$ cat config.mk
export PLATFORM = sky130hd
export DESIGN_NAME = pitch_to_octave_note_splitter
export DESIGN_NICKNAME = d
export VERILOG_FILES = /design/src/sv/pons_pkg.sv /design/src/sv/pons_div.sv /design/src/sv/pons_mode.sv /design/src/sv/pitch_to_octave_note_splitter.sv
export SDC_FILE = /design/constraint.sdc
export NUM_CORES = 1
export LEC_CHECK = 0
export BUFFER_PORTS_ARGS = -buffer_cell sky130_fd_sc_hd__buf_2
export CAP_MARGIN = 5
export CORE_MARGIN = 2
export CORE_UTILIZATION = 35
export DETAILED_ROUTE_END_ITERATION = 6
export PLACE_DENSITY_LB_ADDON = 0.05
export SETUP_SLACK_MARGIN = 0.4
export SLEW_MARGIN = 10
export SYNTH_ARGS = -nofsm -noshare
export SYNTH_HDL_FRONTEND = slang
export SYNTH_SLANG_ARGS = --single-unit
$ cat constraint.sdc
create_clock -name clk_i -period 6.8 [get_ports clk_i]
set_clock_uncertainty 0.15 [all_clocks]
set_input_delay 0 -clock clk_i [delete_from_list [all_inputs] [get_ports clk_i]]
set_output_delay 0 -clock clk_i [all_outputs]
set_load 0.02 [all_outputs]
$ cat src/sv/pons_pkg.sv
// shared constants and types for the pitch to octave/note splitter
`timescale 1ns / 1ps
`default_nettype none

package pons_pkg;

  localparam int FRAC_BITS_DEF = 16;
  localparam int MAX_NOTES_DEF = 34;

  // fixed field widths
  localparam int VIN_W      = 21;
  localparam int OCT_OUT_W  = 5;
  localparam int NOTE_W     = 23;
  localparam int INTV_W     = 20;
  localparam int NOTE_SEL_W = 6;
  localparam int OCT_SEL_W  = 4;
  localparam int NPO_W      = 6;

  localparam int CFG_IDX_W  = 2;
  localparam int CFG_DATA_W = 6;

  localparam int IN_TDATA_W  = 24;
  localparam int OUT_TDATA_W = 56;

  localparam logic [NPO_W-1:0] NPO_RESET = NPO_W'(12);
  localparam int OCT_SEL_LIMIT = 5;
  localparam int VOLT_LIMIT    = 10;

  typedef enum logic [CFG_IDX_W-1:0] {
    CFG_NOTE_SELECT   = 2'd0,
    CFG_OCTAVE_SELECT = 2'd1,
    CFG_NOTES_PER_OCT = 2'd2
  } cfg_idx_e;

  typedef struct packed {
    logic busy;
    logic done;
  } div_stat_t;

endpackage

`default_nettype wire

$ cat src/sv/pons_div.sv
// serial restoring divider, one quotient bit per cycle
`timescale 1ns / 1ps
`default_nettype none

module pons_div import pons_pkg::*; #(
  parameter int QW = FRAC_BITS_DEF,
  parameter int DW = 6
) (
  input  wire logic          clk_i,
  input  wire logic          rst_ni,
  input  wire logic          start_i,
  input  wire logic [DW-1:0] dividend_i,  // must be below divisor
  input  wire logic [DW-1:0] divisor_i,
  output div_stat_t          stat_o,
  output logic      [QW-1:0] quo_o
);

  localparam int CW = $clog2(QW);

  logic          busy_q, busy_d;
  logic          done_q, done_d;
  logic [CW-1:0] cnt_q, cnt_d;
  logic [DW-1:0] rem_q, rem_d;
  logic [QW-1:0] quo_q, quo_d;
  logic [DW:0]   shifted;
  logic          fits;

  assign shifted = {rem_q, 1'b0};
  assign fits    = shifted >= {1'b0, divisor_i};

  always_comb begin
    busy_d = busy_q;
    done_d = 1'b0;
    cnt_d  = cnt_q;
    rem_d  = rem_q;
    quo_d  = quo_q;
    if (start_i) begin
      busy_d = 1'b1;
      cnt_d  = '0;
      rem_d  = dividend_i;
      quo_d  = '0;
    end else if (busy_q) begin
      rem_d = fits ? DW'(shifted - {1'b0, divisor_i}) : DW'(shifted);
      quo_d = {quo_q[QW-2:0], fits};
      cnt_d = cnt_q + 1'b1;
      if (cnt_q == CW'(QW - 1)) begin
        busy_d = 1'b0;
        done_d = 1'b1;
      end
    end
  end

  always_ff @(posedge clk_i or negedge rst_ni) begin
    if (!rst_ni) begin
      busy_q <= 1'b0;
      done_q <= 1'b0;
      cnt_q  <= '0;
    end else begin
      busy_q <= busy_d;
      done_q <= done_d;
      cnt_q  <= cnt_d;
    end
  end

  always_ff @(posedge clk_i) begin
    rem_q <= rem_d;
    quo_q <= quo_d;
  end

  assign stat_o = '{busy: busy_q, done: done_q};
  assign quo_o  = quo_q;

endmodule

`default_nettype wire

$ cat src/sv/pons_mode.sv
// rounding mode state: button edge toggle, cleared on size change
`timescale 1ns / 1ps
`default_nettype none

module pons_mode import pons_pkg::*; #(
  parameter int SW = 6
) (
  input  wire logic          clk_i,
  input  wire logic          rst_ni,
  input  wire logic          update_i,
  input  wire logic          button_i,
  input  wire logic [SW-1:0] size_i,
  output logic               round_o
);

  logic          btn_prev_q, btn_prev_d;
  logic          round_q, round_d;
  logic [SW-1:0] size_seen_q, size_seen_d;

  always_comb begin
    btn_prev_d  = btn_prev_q;
    round_d     = round_q;
    size_seen_d = size_seen_q;
    if (update_i) begin
      btn_prev_d = button_i;
      if (button_i && !btn_prev_q) begin
        round_d = ~round_q;
      end
      // size change wins over a toggle in the same beat
      if (size_seen_q != size_i) begin
        round_d     = 1'b0;
        size_seen_d = size_i;
      end
    end
  end

  always_ff @(posedge clk_i or negedge rst_ni) begin
    if (!rst_ni) begin
      btn_prev_q  <= 1'b0;
      round_q     <= 1'b0;
      size_seen_q <= '0;
    end else begin
      btn_prev_q  <= btn_prev_d;
      round_q     <= round_d;
      size_seen_q <= size_seen_d;
    end
  end

  assign round_o = round_q;

endmodule

`default_nettype wire

$ cat src/sv/pitch_to_octave_note_splitter.sv
// top level of the pitch to octave/note splitter
`timescale 1ns / 1ps
`default_nettype none

// Splits a signed fixed point pitch (FRAC_BITS fraction bits, one volt per
// octave) into a floor octave and a note position, the fraction times the
// notes per octave, also fixed point. With rounding on, the note is rounded
// half up to a whole note; a note above size minus one half wraps into the
// next octave, so the note may come out slightly negative. Rounding toggles
// on each rising edge of the button level carried with an input beat and
// is cleared whenever the clamped notes-per-octave size differs from the last one
// seen (always so on the first beat after reset). A beat may select the
// internal source instead: octave_select plus note_select over size, with
// the quotient formed by a serial divider, one bit per cycle. Every beat
// produces one output beat, and the internal voltage is reported on each.
// Sequence: an accepted item passes the states DIV, where the serial divider
// runs, MUL and FIN, then the block returns to IDLE for the next accept;
// s_axis_tready is low meanwhile. A finished result sits in the output
// register, so the next item is accepted while it waits.
// Configuration writes are always taken and must only be issued while idle.

module pitch_to_octave_note_splitter import pons_pkg::*; #(
  parameter int FRAC_BITS = FRAC_BITS_DEF,
  parameter int MAX_NOTES = MAX_NOTES_DEF
) (
  input  wire logic                   clk_i,
  input  wire logic                   rst_ni,
  // config write channel
  input  wire logic                   cfg_valid_i,
  output logic                        cfg_ready_o,
  input  wire logic [CFG_IDX_W-1:0]   cfg_index_i,
  input  wire logic [CFG_DATA_W-1:0]  cfg_data_i,
  // input stream
  input  wire logic                   s_axis_tvalid,
  output logic                        s_axis_tready,
  input  wire logic [IN_TDATA_W-1:0]  s_axis_tdata,   // voltage_in[20:0], button_level[21]
  input  wire logic                   s_axis_tuser,   // use_internal
  // output stream
  output logic                        m_axis_tvalid,
  input  wire logic                   m_axis_tready,
  output logic [OUT_TDATA_W-1:0]      m_axis_tdata    // octave_out[4:0], note_out[27:5],
                                                      // internal_voltage[47:28], rounding_on[48]
);

  localparam int SW  = $clog2(MAX_NOTES + 1);         // size width
  localparam int IW  = FRAC_BITS + OCT_SEL_W;          // internal voltage width
  localparam int VW  = ((VIN_W > FRAC_BITS + 5) ? VIN_W : FRAC_BITS + 5) + 1;
  localparam int OW  = VW - FRAC_BITS;                  // octave width
  localparam int PW  = FRAC_BITS + SW + 1;              // note product width
  localparam logic signed [VW-1:0] VLIM = VW'(VOLT_LIMIT * (2 ** FRAC_BITS));
  localparam logic [PW-1:0]        HALF = PW'(2 ** (FRAC_BITS - 1));

  typedef enum logic [3:0] {
    ST_IDLE = 4'b0001,
    ST_DIV  = 4'b0010,
    ST_MUL  = 4'b0100,
    ST_FIN  = 4'b1000
  } state_e;

  state_e state_q, state_d;

  // config registers
  logic [NOTE_SEL_W-1:0]       note_sel_q;
  logic signed [OCT_SEL_W-1:0] oct_sel_q;
  logic [NPO_W-1:0]            npo_q;

  // latched input beat
  logic                        use_int_q;
  logic signed [VIN_W-1:0]     vin_q;

  // working registers
  logic signed [OW-1:0]        oct_q;
  logic [FRAC_BITS+SW-1:0]     prod_q;
  logic signed [IW-1:0]        intv_q;

  // output register
  logic                        out_valid_q, out_valid_d;
  logic [OUT_TDATA_W-1:0]      out_data_q;

  logic                        in_beat, out_load;
  logic [SW-1:0]               size;
  logic [SW-1:0]               pitch;
  logic signed [OCT_SEL_W-1:0] oct_c;
  logic                        round_mode;
  div_stat_t                   div_stat;
  logic [FRAC_BITS-1:0]        quo;
  logic signed [IW-1:0]        intv;
  logic signed [VW-1:0]        vin_ext, vin_sat;
  logic [PW-1:0]               rnd_sum, sc, thr, size_one;
  logic                        wrap;
  logic signed [PW:0]          note_s;
  logic signed [OW-1:0]        oct_fin;

  assign cfg_ready_o   = 1'b1;
  assign s_axis_tready = (state_q == ST_IDLE);
  assign in_beat       = s_axis_tvalid && s_axis_tready;

  always_ff @(posedge clk_i or negedge rst_ni) begin
    if (!rst_ni) begin
      note_sel_q <= '0;
      oct_sel_q  <= '0;
      npo_q      <= NPO_RESET;
    end else if (cfg_valid_i) begin
      case (cfg_idx_e'(cfg_index_i))
        CFG_NOTE_SELECT:   note_sel_q <= cfg_data_i[NOTE_SEL_W-1:0];
        CFG_OCTAVE_SELECT: oct_sel_q  <= cfg_data_i[OCT_SEL_W-1:0];
        CFG_NOTES_PER_OCT: npo_q      <= cfg_data_i[NPO_W-1:0];
        default: ;
      endcase
    end
  end

  // size clamped to 1..MAX_NOTES, note and octave selects clamped
  always_comb begin
    if (npo_q == '0) begin
      size = SW'(1);
    end else if (npo_q > NPO_W'(MAX_NOTES)) begin
      size = SW'(MAX_NOTES);
    end else begin
      size = SW'(npo_q);
    end
    if (note_sel_q >= NOTE_SEL_W'(size)) begin
      pitch = size - 1'b1;
    end else begin
      pitch = SW'(note_sel_q);
    end
    if (oct_sel_q < -OCT_SEL_W'(OCT_SEL_LIMIT)) begin
      oct_c = -OCT_SEL_W'(OCT_SEL_LIMIT);
    end else if (oct_sel_q > OCT_SEL_W'(OCT_SEL_LIMIT)) begin
      oct_c = OCT_SEL_W'(OCT_SEL_LIMIT);
    end else begin
      oct_c = oct_sel_q;
    end
  end

  pons_mode #(
    .SW(SW)
  ) u_mode (
    .clk_i   (clk_i),
    .rst_ni  (rst_ni),
    .update_i(in_beat),
    .button_i(s_axis_tdata[VIN_W]),
    .size_i  (size),
    .round_o (round_mode)
  );

  // pitch / size is below one, so the quotient is the fraction alone
  pons_div #(
    .QW(FRAC_BITS),
    .DW(SW)
  ) u_div (
    .clk_i     (clk_i),
    .rst_ni    (rst_ni),
    .start_i   (in_beat),
    .dividend_i(pitch),
    .divisor_i (size),
    .stat_o    (div_stat),
    .quo_o     (quo)
  );

  assign intv = {oct_c, quo};

  // source select and saturation to plus or minus the voltage limit
  always_comb begin
    if (use_int_q) begin
      vin_ext = VW'(intv);
    end else begin
      vin_ext = VW'(vin_q);
    end
    if (vin_ext > VLIM) begin
      vin_sat = VLIM;
    end else if (vin_ext < -VLIM) begin
      vin_sat = -VLIM;
    end else begin
      vin_sat = vin_ext;
    end
  end

  // rounding, then wrap of a note above size minus one half
  always_comb begin
    size_one = PW'({size, {FRAC_BITS{1'b0}}});
    rnd_sum  = {1'b0, prod_q} + HALF;
    if (round_mode) begin
      sc = {rnd_sum[PW-1:FRAC_BITS], {FRAC_BITS{1'b0}}};
    end else begin
      sc = {1'b0, prod_q};
    end
    thr     = size_one - HALF;
    wrap    = sc > thr;
    note_s  = $signed({1'b0, sc}) - (wrap ? $signed({1'b0, size_one}) : '0);
    oct_fin = oct_q + (wrap ? OW'(1) : OW'(0));
  end

  assign out_load = (state_q == ST_FIN) && (!out_valid_q || m_axis_tready);

  always_comb begin
    state_d = state_q;
    case (state_q)
      ST_IDLE: if (in_beat)                 state_d = ST_DIV;
      ST_DIV:  if (div_stat.done)           state_d = ST_MUL;
      ST_MUL:                               state_d = ST_FIN;
      ST_FIN:  if (out_load)                state_d = ST_IDLE;
      default:                              state_d = ST_IDLE;
    endcase
  end

  always_comb begin
    out_valid_d = out_valid_q;
    if (m_axis_tready) begin
      out_valid_d = 1'b0;
    end
    if (out_load) begin
      out_valid_d = 1'b1;
    end
  end

  always_ff @(posedge clk_i or negedge rst_ni) begin
    if (!rst_ni) begin
      state_q     <= ST_IDLE;
      out_valid_q <= 1'b0;
    end else begin
      state_q     <= state_d;
      out_valid_q <= out_valid_d;
    end
  end

  // payload registers
  always_ff @(posedge clk_i) begin
    if (in_beat) begin
      vin_q     <= s_axis_tdata[VIN_W-1:0];
      use_int_q <= s_axis_tuser;
    end
    if (state_q == ST_MUL) begin
      oct_q  <= vin_sat[VW-1:FRAC_BITS];
      prod_q <= (FRAC_BITS + SW)'(vin_sat[FRAC_BITS-1:0]) * (FRAC_BITS + SW)'(size);
      intv_q <= intv;
    end
    if (out_load) begin
      out_data_q <= {
        (OUT_TDATA_W - OCT_OUT_W - NOTE_W - INTV_W - 1)'(0),
        round_mode,
        INTV_W'(intv_q),
        NOTE_W'(note_s),
        OCT_OUT_W'(oct_fin)
      };
    end
  end

  assign m_axis_tvalid = out_valid_q;
  assign m_axis_tdata  = out_data_q;

endmodule

`default_nettype wire
==> impl_metrics.toml, run 1 <==
[timing]
tns_ps = 0
period_share_pct = 89.20
hold_ws_ps = 61.86
worstMarginPinSlew_ps = 822.7
min_period_ps = 6065
fmax_mhz = 164.9
rsz0062_at_grt = "no"
finalHoldViolCount = 0
setup_slack_ps = 734.7
slew_headroom_pct = 43.58
setup_violations = 0
finalMaxSlewViolations = 0

[cts]
cts.clk_slew.worst_paths_ps = 70
cts_num_sinks = 175
clockRootBuffer = "clkbuf_16"
worstSkewPairLatency_ps = 440
cts_buffers = 17
cts_buffer_depth = 2
tritoncts = "done"
htree_levels = 4

[power_and_ir_drop]
p_switching_w = 0.001674
powerDensity_nw_per_um2 = 340.3
p_leak_nw = 5.469
peakVddDrop_mv = 0.2049
seqPwrFrac_pct = 34.5
p_clk_share_pct = 22.0
p_comb_share_pct = 43.5
p_int_w = 0.002651
power_switching_share_pct = 38.72

[route]
drt_iter0_drc = 336
wl_per_cell_um = 16.58
first_pass_iters = 4
vias_per_cell = 4.751
vias = 7112
routed_wl_um = 24830
drc_errors = 0
antenna_left = 0

[worst_setup_path]
critPathBufInv = 5
cp-end-kind = "flip-flop"
cp_slowest_cell = "fa_1"
path_max_fanout = 8
crit_family = "adder cells"
crit_chain = "and2b_1 > o21bai_1 > mux2i_1 > o21ai_0 > nand2b_1 > ha_4 > or3_1 > buf_4 > buf_4 > nor2_1 > fa_1 > fa_1 > inv_1 > fa_1 > inv_1 > ha_1 > a21oi_1 > o21ai_0 > or3_1 > o21ai_2 > a21oi_2 > buf_4 > a211o_1"
crit_required_ps = 6840
critPathKind = "reg2reg"
slowest_delay_ps = 530
arrival_ps = 6100
cp-start-kind = "flip-flop"

[finish]
num_antenna_cells = 0
multiInputGateArea_sq_um = 5225
register_area_sq_um = 4923
final_util_pct = 42.77
drive_gt1_share_pct = 18.61
fin_cells = 1497
nFillCells = 2851
nNetsFinal = 1252
syn2layout_area_growth_pct = 20.06

[run]
max_cap_violations = 0

[die]
coreArea_sq_um = 29720
placement_rows = 63
initial_core_util_pct = 35.62
pin_count = 97
die_w_um = 177.9
dieArea_sq_um = 31650
die_y_um = 177.9

[yosys]
synth_edf_count = 124
yosys_warnings = 0
synth_ff_type = "edfxtp_1"
ys_ff_latch = 175
yosysTopAreaCellShare_pct = 35.17
ys_top_cells_by_area = "edfxtp_1 (35%), fa_1 (11%), dfrtp_1 (7.6%)"
syn_area_sq_um = 10590
async_flop_share_pct = 20.00
ys_seq_area_share_pct = 46.51
synth_cells = 937
ys_types = 66
synth.largest_area_cell = "edfxtp_1"
avgSynthCellArea_sq_um = 11.30

[grt]
grt_max_degree = 50
grt_pass1_vias = 7116
gr-usage-all-layers_pct = 16.65
gr-total-overflow = 0
antenna_found_initial = 0
grt_first_pass_wirelength_um = 39710

[placed_design]
portBuffers = 86
dp_hpwl_um = 18480
gp_congestion = 0.7905
placedCellCount = 1416
preCtsSetupSlack_ps = 284.7

[outcome]
status = "finished clean"

[min_path]
hold_class = "in2async"
==> repair_timing <==
action / CTS / global route
endpoints found under the hold margin: 79 / 0
pin swaps: 0 / 1
buffers inserted: 0 / 3
hold buffers: 46 / 0
endpoints found under the setup margin: 3 / 8
resized for setup: 1 / 10
==> flip-flops by register name, summed over array words and instances (netlist names), 4 cells and up <==
name	flops
oct_q	5
u_div.cnt_q	4
u_mode.size_seen_q	6
oct_sel_q	4
prod_q	22
vin_q	21
state_q	4
note_sel_q	6
u_div.rem_q	6
intv_q	20
m_axis_tdata	49
npo_q	6
u_div.quo_o	16
==> metal layers <==
layer	track usage, %	routed length (um)	vias up
met1	23.70	12300	3473
met5	0	0	-
met2	26.20	11610	109
li1	-	-	3519
met4	4.235	257	0
met3	2.999	658	11
==> metrics by stage <==
stage | instance area [sq um] | total power [W]
floorplan | 10610 | 0.002826
global placement | 11600 | 0.003372
detailed placement | 11600 | 0.003366
CTS | 12630 | 0.004372
global route | 12710 | 0.004691
finish | 12710 | 0.004325
==> layout by cell type, fill, tap and decap left out, types with 7 or more instances in the layout <==
cell type | Yosys | final
fa_1 | 59 | 59
nand2_1 | 49 | 48
buf_4 | 8 | 35
a21o_1 | 15 | 15
nor3_1 | 8 | 7
nand3_1 | 9 | 9
mux2_2 | 15 | 15
nand2b_1 | 13 | 13
nor4_1 | 11 | 10
xnor2_1 | 27 | 27
nor2b_1 | 30 | 30
dfxtp_1 | 16 | 16
inv_1 | 93 | 92
or2_2 | 15 | 15
conb_1 | 2 | 8
xor2_1 | 12 | 12
a211oi_1 | 9 | 7
dlygate4sd3_1 | 0 | 46
mux2i_1 | 44 | 44
edfxtp_1 | 124 | 124
o21ai_0 | 27 | 26
nor2_1 | 126 | 124
dfrtp_1 | 32 | 32
buf_2 | 8 | 86
clkbuf_16 | 0 | 17
a21oi_1 | 25 | 24
ha_1 | 61 | 60
==> area by class of cell <==
| class | instances | share of cell area, % |
|---|---|---|
| timing repair buffer | 167 | 9.077 |
| tap | 390 | 3.839 |
| clock inverter | 14 | 1.063 |
| inverter | 94 | 2.796 |
| multi-input combinational | 639 | 41.11 |
| sequential | 175 | 38.74 |
| clock buffer | 18 | 3.377 |
==> worst register-to-register path: cells and delay by family, from the launching register on <==
kind / cells / cell delay (ps)
multiplexers: 1 / 130
AND/OR/NAND/NOR: 5 / 1260
flip-flops: 1 / 400
AO/OA/AOI/OAI: 7 / 1190
buffers and inverters: 5 / 610
adder cells (fa/ha/maj): 5 / 2060
==> power by group through the flow <==
stage	Sequential [W]	Combinational [W]	Clock, W
3_5_place_dp	0.00152	0.00185	0
3_3_place_gp	0.00152	0.00185	0
4_1_cts	0.00150	0.00189	0.000987
2_1_floorplan	0.00147	0.00136	0
5_1_grt	0.00152	0.00214	0.00103
6_report	0.00149	0.00188	0.000952
==> logic make-up after synthesis <==
group                      Yosys count  share of synthesized area, %
xor gates and xnor gates            39                         3.227
other                                2                       0.07094
AOI/OAI and AO/OA                  115                         7.363
muxes                               59                         5.756
buffers and inverters              129                         5.047
and+or+nand+nor                    298                         13.66
DFF                                175                         46.51
adders and majority gates          120                         18.37
==> cells in the mapped netlist (all sizes together) (26+ instances only) <==
master and instances:
o21ai 28, dfrtp 32, ha 61, nor2b 30
xnor2 27, edfxtp 124, nor2 126, a21oi 26
mux2i 44, inv 94, nand2 49, fa 59
==> path summary, 6_finish.rpt <==
path	start	end	slack [ps]	cells after the start
worst max-delay path	oct_sel_q[2]$_DFFE_PN0P_	prod_q[19]$_DFFE_PP_	730	23
worst min-delay path	rst_ni	state_q[1]$_DFFE_PN0P_	60	2
worst max register to register	oct_sel_q[2]$_DFFE_PN0P_	prod_q[19]$_DFFE_PP_	730	23
worst min register to register	intv_q[18]$_DFFE_PP_	m_axis_tdata[46]$_DFFE_PP_	270	0
max in group asynchronous	rst_ni	oct_sel_q[2]$_DFFE_PN0P_	5910	2
min in group clk_i	s_axis_tdata[1]	vin_q[1]$_DFFE_PP_	130	2
Power figures use the tool's default switching activity.
==> inputs of run 2 (changes only) <==
CTS_CLUSTER_DIAMETER = 120   (was not set)
RECOVER_POWER = 100   (was not set)
==> run 2 against run 1 <==
Power down 0.98%. Via count about the same. Non-clock buffer count unchanged. The flow now finishes with violations (capacitance limit, slew limit). Register-to-register slack worse by 140 ps. First-iteration DRC count down 5.7%. Worst setup slack worse by 140 ps. Largest power group unchanged. Largest cell class unchanged. Highest routed layer unchanged.
==> impl_metrics.toml, run 2 (same netlist as run 1, synthesis figures left out) <==
[outcome]
status = "finished with violations"
violations = "capacitance limit, slew limit"

[cts]
tritoncts = "done"
cts_num_sinks = 175
cts.clk_slew.worst_paths_ps = 70
htree_levels = 4
cts_buffer_depth = 2
clockRootBuffer = "clkbuf_16"
cts_buffers = 17
worstSkewPairLatency_ps = 440

[route]
wl_per_cell_um = 16.65
drc_errors = 0
vias = 7109
antenna_left = 0
m1WireLength_um = 12390
wl_met2_um = 11700
first_pass_iters = 5
wl_met3_um = 628
drt_iter0_drc = 317
routed_wl_um = 24920
vias_per_cell = 4.749
top_layer_used = "met4"

[worst_setup_path]
cp-end-kind = "flip-flop"
path_max_fanout = 8
critPathBufInv = 5
critPathKind = "reg2reg"
path_common_cell = "fa_1"
arrival_ps = 6240
cp_slowest_cell = "fa_1"
cp-start-kind = "flip-flop"
crit_required_ps = 6840
crit_chain = "nor4_2 > nand4b_1 > o41ai_1 > a31oi_1 > or3_1 > buf_4 > nor2_1 > fa_1 > fa_1 > inv_1 > fa_1 > inv_1 > ha_1 > clkbuf_1 > a21o_1 > nand2_1 > a31oi_1 > o31ai_1 > buf_4 > o211ai_1 > nand2_1 > xnor2_1"
slowest_delay_ps = 550
crit_family = "adder cells"

[die]
coreArea_sq_um = 29720
dieArea_sq_um = 31650
die_y_um = 177.9
initial_core_util_pct = 35.62
placement_rows = 63
die_w_um = 177.9
pin_count = 97

[placed_design]
portBuffers = 86
dp_hpwl_um = 18480
gp_congestion = 0.7905

[timing]
period_share_pct = 91.21
finalMaxSlewViolations = 172
slew_headroom_pct = -95.30
fmax_mhz = 161.2
worstMarginPinSlew_ps = 2929
min_period_ps = 6202
tns_ps = 0
setup_violations = 0
rsz0062_at_grt = "no"
finalHoldViolCount = 0
hold_ws_ps = 132.0

[finish]
nNetsFinal = 1252
most-common-layout-cells = "nor2_1 (124), edfxtp_1 (124), inv_1 (93)"
largest_reg_flops = 49
drive_gt1_share_pct = 10.93
num_antenna_cells = 0
syn2layout_area_growth_pct = 18.46

[grt]
grt_first_pass_wirelength_um = 39710
gr-usage-all-layers_pct = 16.65
gr-total-overflow = 0
grt_max_degree = 50
antenna_found_initial = 0
grt_pass1_vias = 7116

[power_and_ir_drop]
power_w = 0.004283
p_leak_nw = 5.230
powerDensity_nw_per_um2 = 341.5
peakVddDrop_mv = 0.2035

[run]
max_cap_violations = 4

[min_path]
hold_class = "in2reg"
[run 2: cell types whose count changed in the layout (fill, tap and decap cells not counted), moves of 2 or more]
cell      change
buf_2        -66
buf_4        -11
clkbuf_4      +2
clkbuf_1     +75
[run 2: final cells by class]
cell class | count | area (sq um)
fillers | 2902 | 17180
well taps | 390 | 488.0
flip-flops and latches | 175 | 4923
clock inverters | 14 | 135.1
repair buffers | 167 | 1037
clock buffers | 18 | 429.2
inverters | 94 | 354.1
multi-input cells | 639 | 5174
[run 2: repair_timing]
action,4_1_cts,5_1_grt
buffers inserted,0,3
endpoints found under the hold margin,79,0
setup endpoints to repair,3,8
gates resized for setup,1,10
hold buffers,46,0
pin swaps,0,1
[run 2: power by group]
group	internal, W	switching (W)	total (W)
clock	0.000488	0.000463	0.000951
combinational	0.000766	0.00107	0.00184
sequential	0.00136	0.000128	0.00149
total	0.00262	0.00166	0.00428
[run 2: metal layers]
| layer | vias up | GRT usage, % |
|---|---|---|
| met3 | 14 | 2.999 |
| met1 | 3473 | 23.70 |
| met4 | 0 | 4.235 |
| li1 | 3521 | - |
| met2 | 101 | 26.20 |
| met5 | - | 0 |
[run 2: path summary, 6_finish.rpt]
check	to	cells past startpoint	slack, ps	from
setup / recovery	prod_q[18]$_DFFE_PP_	22	600	u_div.quo_o[7]$_SDFFE_PP0P_
hold / removal	vin_q[3]$_DFFE_PP_	2	130	s_axis_tdata[3]
setup reg to reg	prod_q[18]$_DFFE_PP_	22	600	u_div.quo_o[7]$_SDFFE_PP0P_
hold reg to reg	m_axis_tdata[45]$_DFFE_PP_	0	270	intv_q[17]$_DFFE_PP_
max in group asynchronous	note_sel_q[3]$_DFFE_PN0P_	2	4800	rst_ni
min in group asynchronous	state_q[1]$_DFFE_PN0P_	2	540	rst_ni
[run 2: through the flow]
step	cell area, sq um	instances	worst slack [ps]	util, %
after floorplan	10610	943	921.2	-
after global placement	11600	1416	305.5	39.04
after detailed placement	11600	1416	284.7	39.04
after CTS	12630	1494	410.2	42.50
after global routing	12540	1497	244.6	42.20
final	12540	1497	598.0	42.20
==> inputs of run 3 (changes only) <==
--- a/config.mk
+++ b/config.mk
@@ -13,2 +13,3 @@
 export DETAILED_ROUTE_END_ITERATION = 6
+export HOLD_SLACK_MARGIN = 0.02
 export PLACE_DENSITY_LB_ADDON = 0.05
==> constraint.sdc (replaced) <==
create_clock -name clk_i -period 6.8 [get_ports clk_i]
set_clock_uncertainty 0.15 [all_clocks]
set_input_delay 0.34 -clock clk_i [delete_from_list [all_inputs] [get_ports clk_i]]
set_output_delay 0.34 -clock clk_i [all_outputs]
set_load 0.02 [all_outputs]
==> run 3 against run 2 <==
The run still ends with capacitance limit, slew limit left. Clock power down 0.6%. Sequential cell count stayed put. Critical path depth unchanged. Power decreased by 0.45%. Worst setup slack worse by 40 ps. Via count is 2.3% lower. Cell count decreased by 1.1%. Core utilization fell by 0.51 points. Fmax is 0.64% lower. Combinational power is essentially flat. Sequential share of layout area grew 0.48 points. Critical endpoint is now prod_q[20]$_DFFE_PP_. Highest routed layer unchanged.
==> impl_metrics.toml, run 3 (same netlist as run 1, synthesis figures left out) <==
[power_and_ir_drop]
power_switching_share_pct = 38.81
p_leak_nw = 5.155
p_switching_w = 0.001654
p_clk_share_pct = 22.2
seqPwrFrac_pct = 35.0
powerDensity_nw_per_um2 = 344.1
p_comb_share_pct = 42.8
p_int_w = 0.002609
peakVddDrop_mv = 0.1900

[timing]
tns_ps = 0
slew_headroom_pct = -93.30
rsz0062_at_grt = "no"
finalMaxSlewViolations = 172
setup_violations = 0
period_share_pct = 91.80
finalHoldViolCount = 0
min_period_ps = 6242
fmax_mhz = 160.2
worstMarginPinSlew_ps = 2900

[worst_setup_path]
critPathKind = "reg2reg"
arrival_ps = 6360
crit_required_ps = 6920
path_max_fanout = 14
cp-end-kind = "flip-flop"
cp-start-kind = "flip-flop"

[outcome]
status = "finished with violations"
violations = "capacitance limit, slew limit"

[finish]
syn2layout_area_growth_pct = 17.04
nFillCells = 2910
num_antenna_cells = 0
multiInputGateArea_sq_um = 5201
most-common-layout-cells = "nor2_1 (124), edfxtp_1 (124), inv_1 (93)"
drive_gt1_share_pct = 11.00
largest_reg_flops = 49
nNetsFinal = 1236
register_area_sq_um = 4923
fin_area_sq_um = 12390
final_util_pct = 41.70

[cts]
cts.clk_slew.worst_paths_ps = 70
worstSkewPairLatency_ps = 440
tritoncts = "done"
cts_buffers = 17
htree_levels = 4
cts_buffer_depth = 2
clockRootBuffer = "clkbuf_16"
cts_num_sinks = 175

[die]
die_y_um = 177.9
initial_core_util_pct = 35.62
dieArea_sq_um = 31650
pin_count = 97
coreArea_sq_um = 29720
die_w_um = 177.9
placement_rows = 63

[run]
max_cap_violations = 4

[grt]
grt_first_pass_wirelength_um = 38840
grt_max_degree = 50
gr-total-overflow = 0
gr-usage-all-layers_pct = 16.26
grt_pass1_vias = 7028
antenna_found_initial = 0

[route]
drc_errors = 0
routed_wl_um = 24500
antenna_left = 0
vias = 6946
wl_per_cell_um = 16.54
drt_iter0_drc = 271
vias_per_cell = 4.690
first_pass_iters = 4

[placed_design]
portBuffers = 86
placed_area_sq_um = 11640
dp_hpwl_um = 18580
gp_congestion = 0.7921

[min_path]
hold_class = "in2reg"
-- run 3: layout make-up --
type,count,share of cell area [%]
repair buffers,151,6.887
clock buffers,17,3.433
multi-input cells,639,41.98
clock inverters,15,1.171
well taps,390,3.938
flip-flops and latches,175,39.74
inverters,94,2.858
-- run 3: worst paths after layout --
path	from	endpoint	slack, ps	depth (start not counted)
max	oct_sel_q[2]$_DFFE_PN0P_	prod_q[20]$_DFFE_PP_	560	22
min	cfg_data_i[3]	note_sel_q[3]$_DFFE_PN0P_	70	3
max reg2reg	oct_sel_q[2]$_DFFE_PN0P_	prod_q[20]$_DFFE_PP_	560	22
min reg2reg	intv_q[13]$_DFFE_PP_	m_axis_tdata[41]$_DFFE_PP_	270	0
max in group asynchronous	rst_ni	note_sel_q[4]$_DFFE_PN0P_	4540	2
min in group asynchronous	rst_ni	state_q[1]$_DFFE_PN0P_	830	2
-- run 3: stage by stage --
stage / cells / worst slack [ps] / hold WS [ps] / total power (W)
floorplan: 943 / 921.2 / -105.6 / 0.002826
global placement: 1421 / 193.2 / 252.1 / 0.003373
detailed placement: 1421 / 200.8 / 254.5 / 0.003367
CTS: 1479 / 434.5 / 51.09 / 0.004357
global route: 1481 / 202.1 / 67.45 / 0.004627
finish: 1481 / 557.9 / 69.31 / 0.004263
-- run 3: power groups by stage --
stage               clock [W]  sequential (W)  combinational (W)
floorplan                   0         0.00147            0.00136
global placement            0         0.00151            0.00186
detailed placement          0         0.00151            0.00185
CTS                  0.000981         0.00149            0.00188
global route          0.00102         0.00151            0.00209
finish               0.000945         0.00149            0.00182
-- run 3: metal layers --
metal	GRT usage, %	wire (um)	vias up
li1	-	-	3492
met1	23.08	12140	3353
met2	25.50	11340	86
met3	2.785	598	15
met4	4.679	425	0
met5	0	0	-
-- run 3: timing repair --
item                                   4_1_cts  5_1_grt
cloned                                       0        0
endpoints found under the hold margin       59        0
pin swaps                                    0        4
setup buffers                                0        2
hold buffers                                26        0
setup endpoints to repair                    3        8
gates resized for setup                      3       15
-- run 3: critical path: stages (launching register included) --
cell and delay (ps):
dfrtp_1 400, and2b_1 250, o21bai_1 180, mux2i_1 140, o21ai_0 180, nand2b_1 80, ha_1 380, or3_1 460
buf_6 180, or2_0 250, fa_1 530, fa_1 440, fa_1 550, inv_1 60, ha_4 250, o21a_1 190
o211ai_1 290, a31oi_1 140, o31ai_2 240, clkbuf_1 190, o211ai_1 150, a211o_1 280, o211ai_1 100
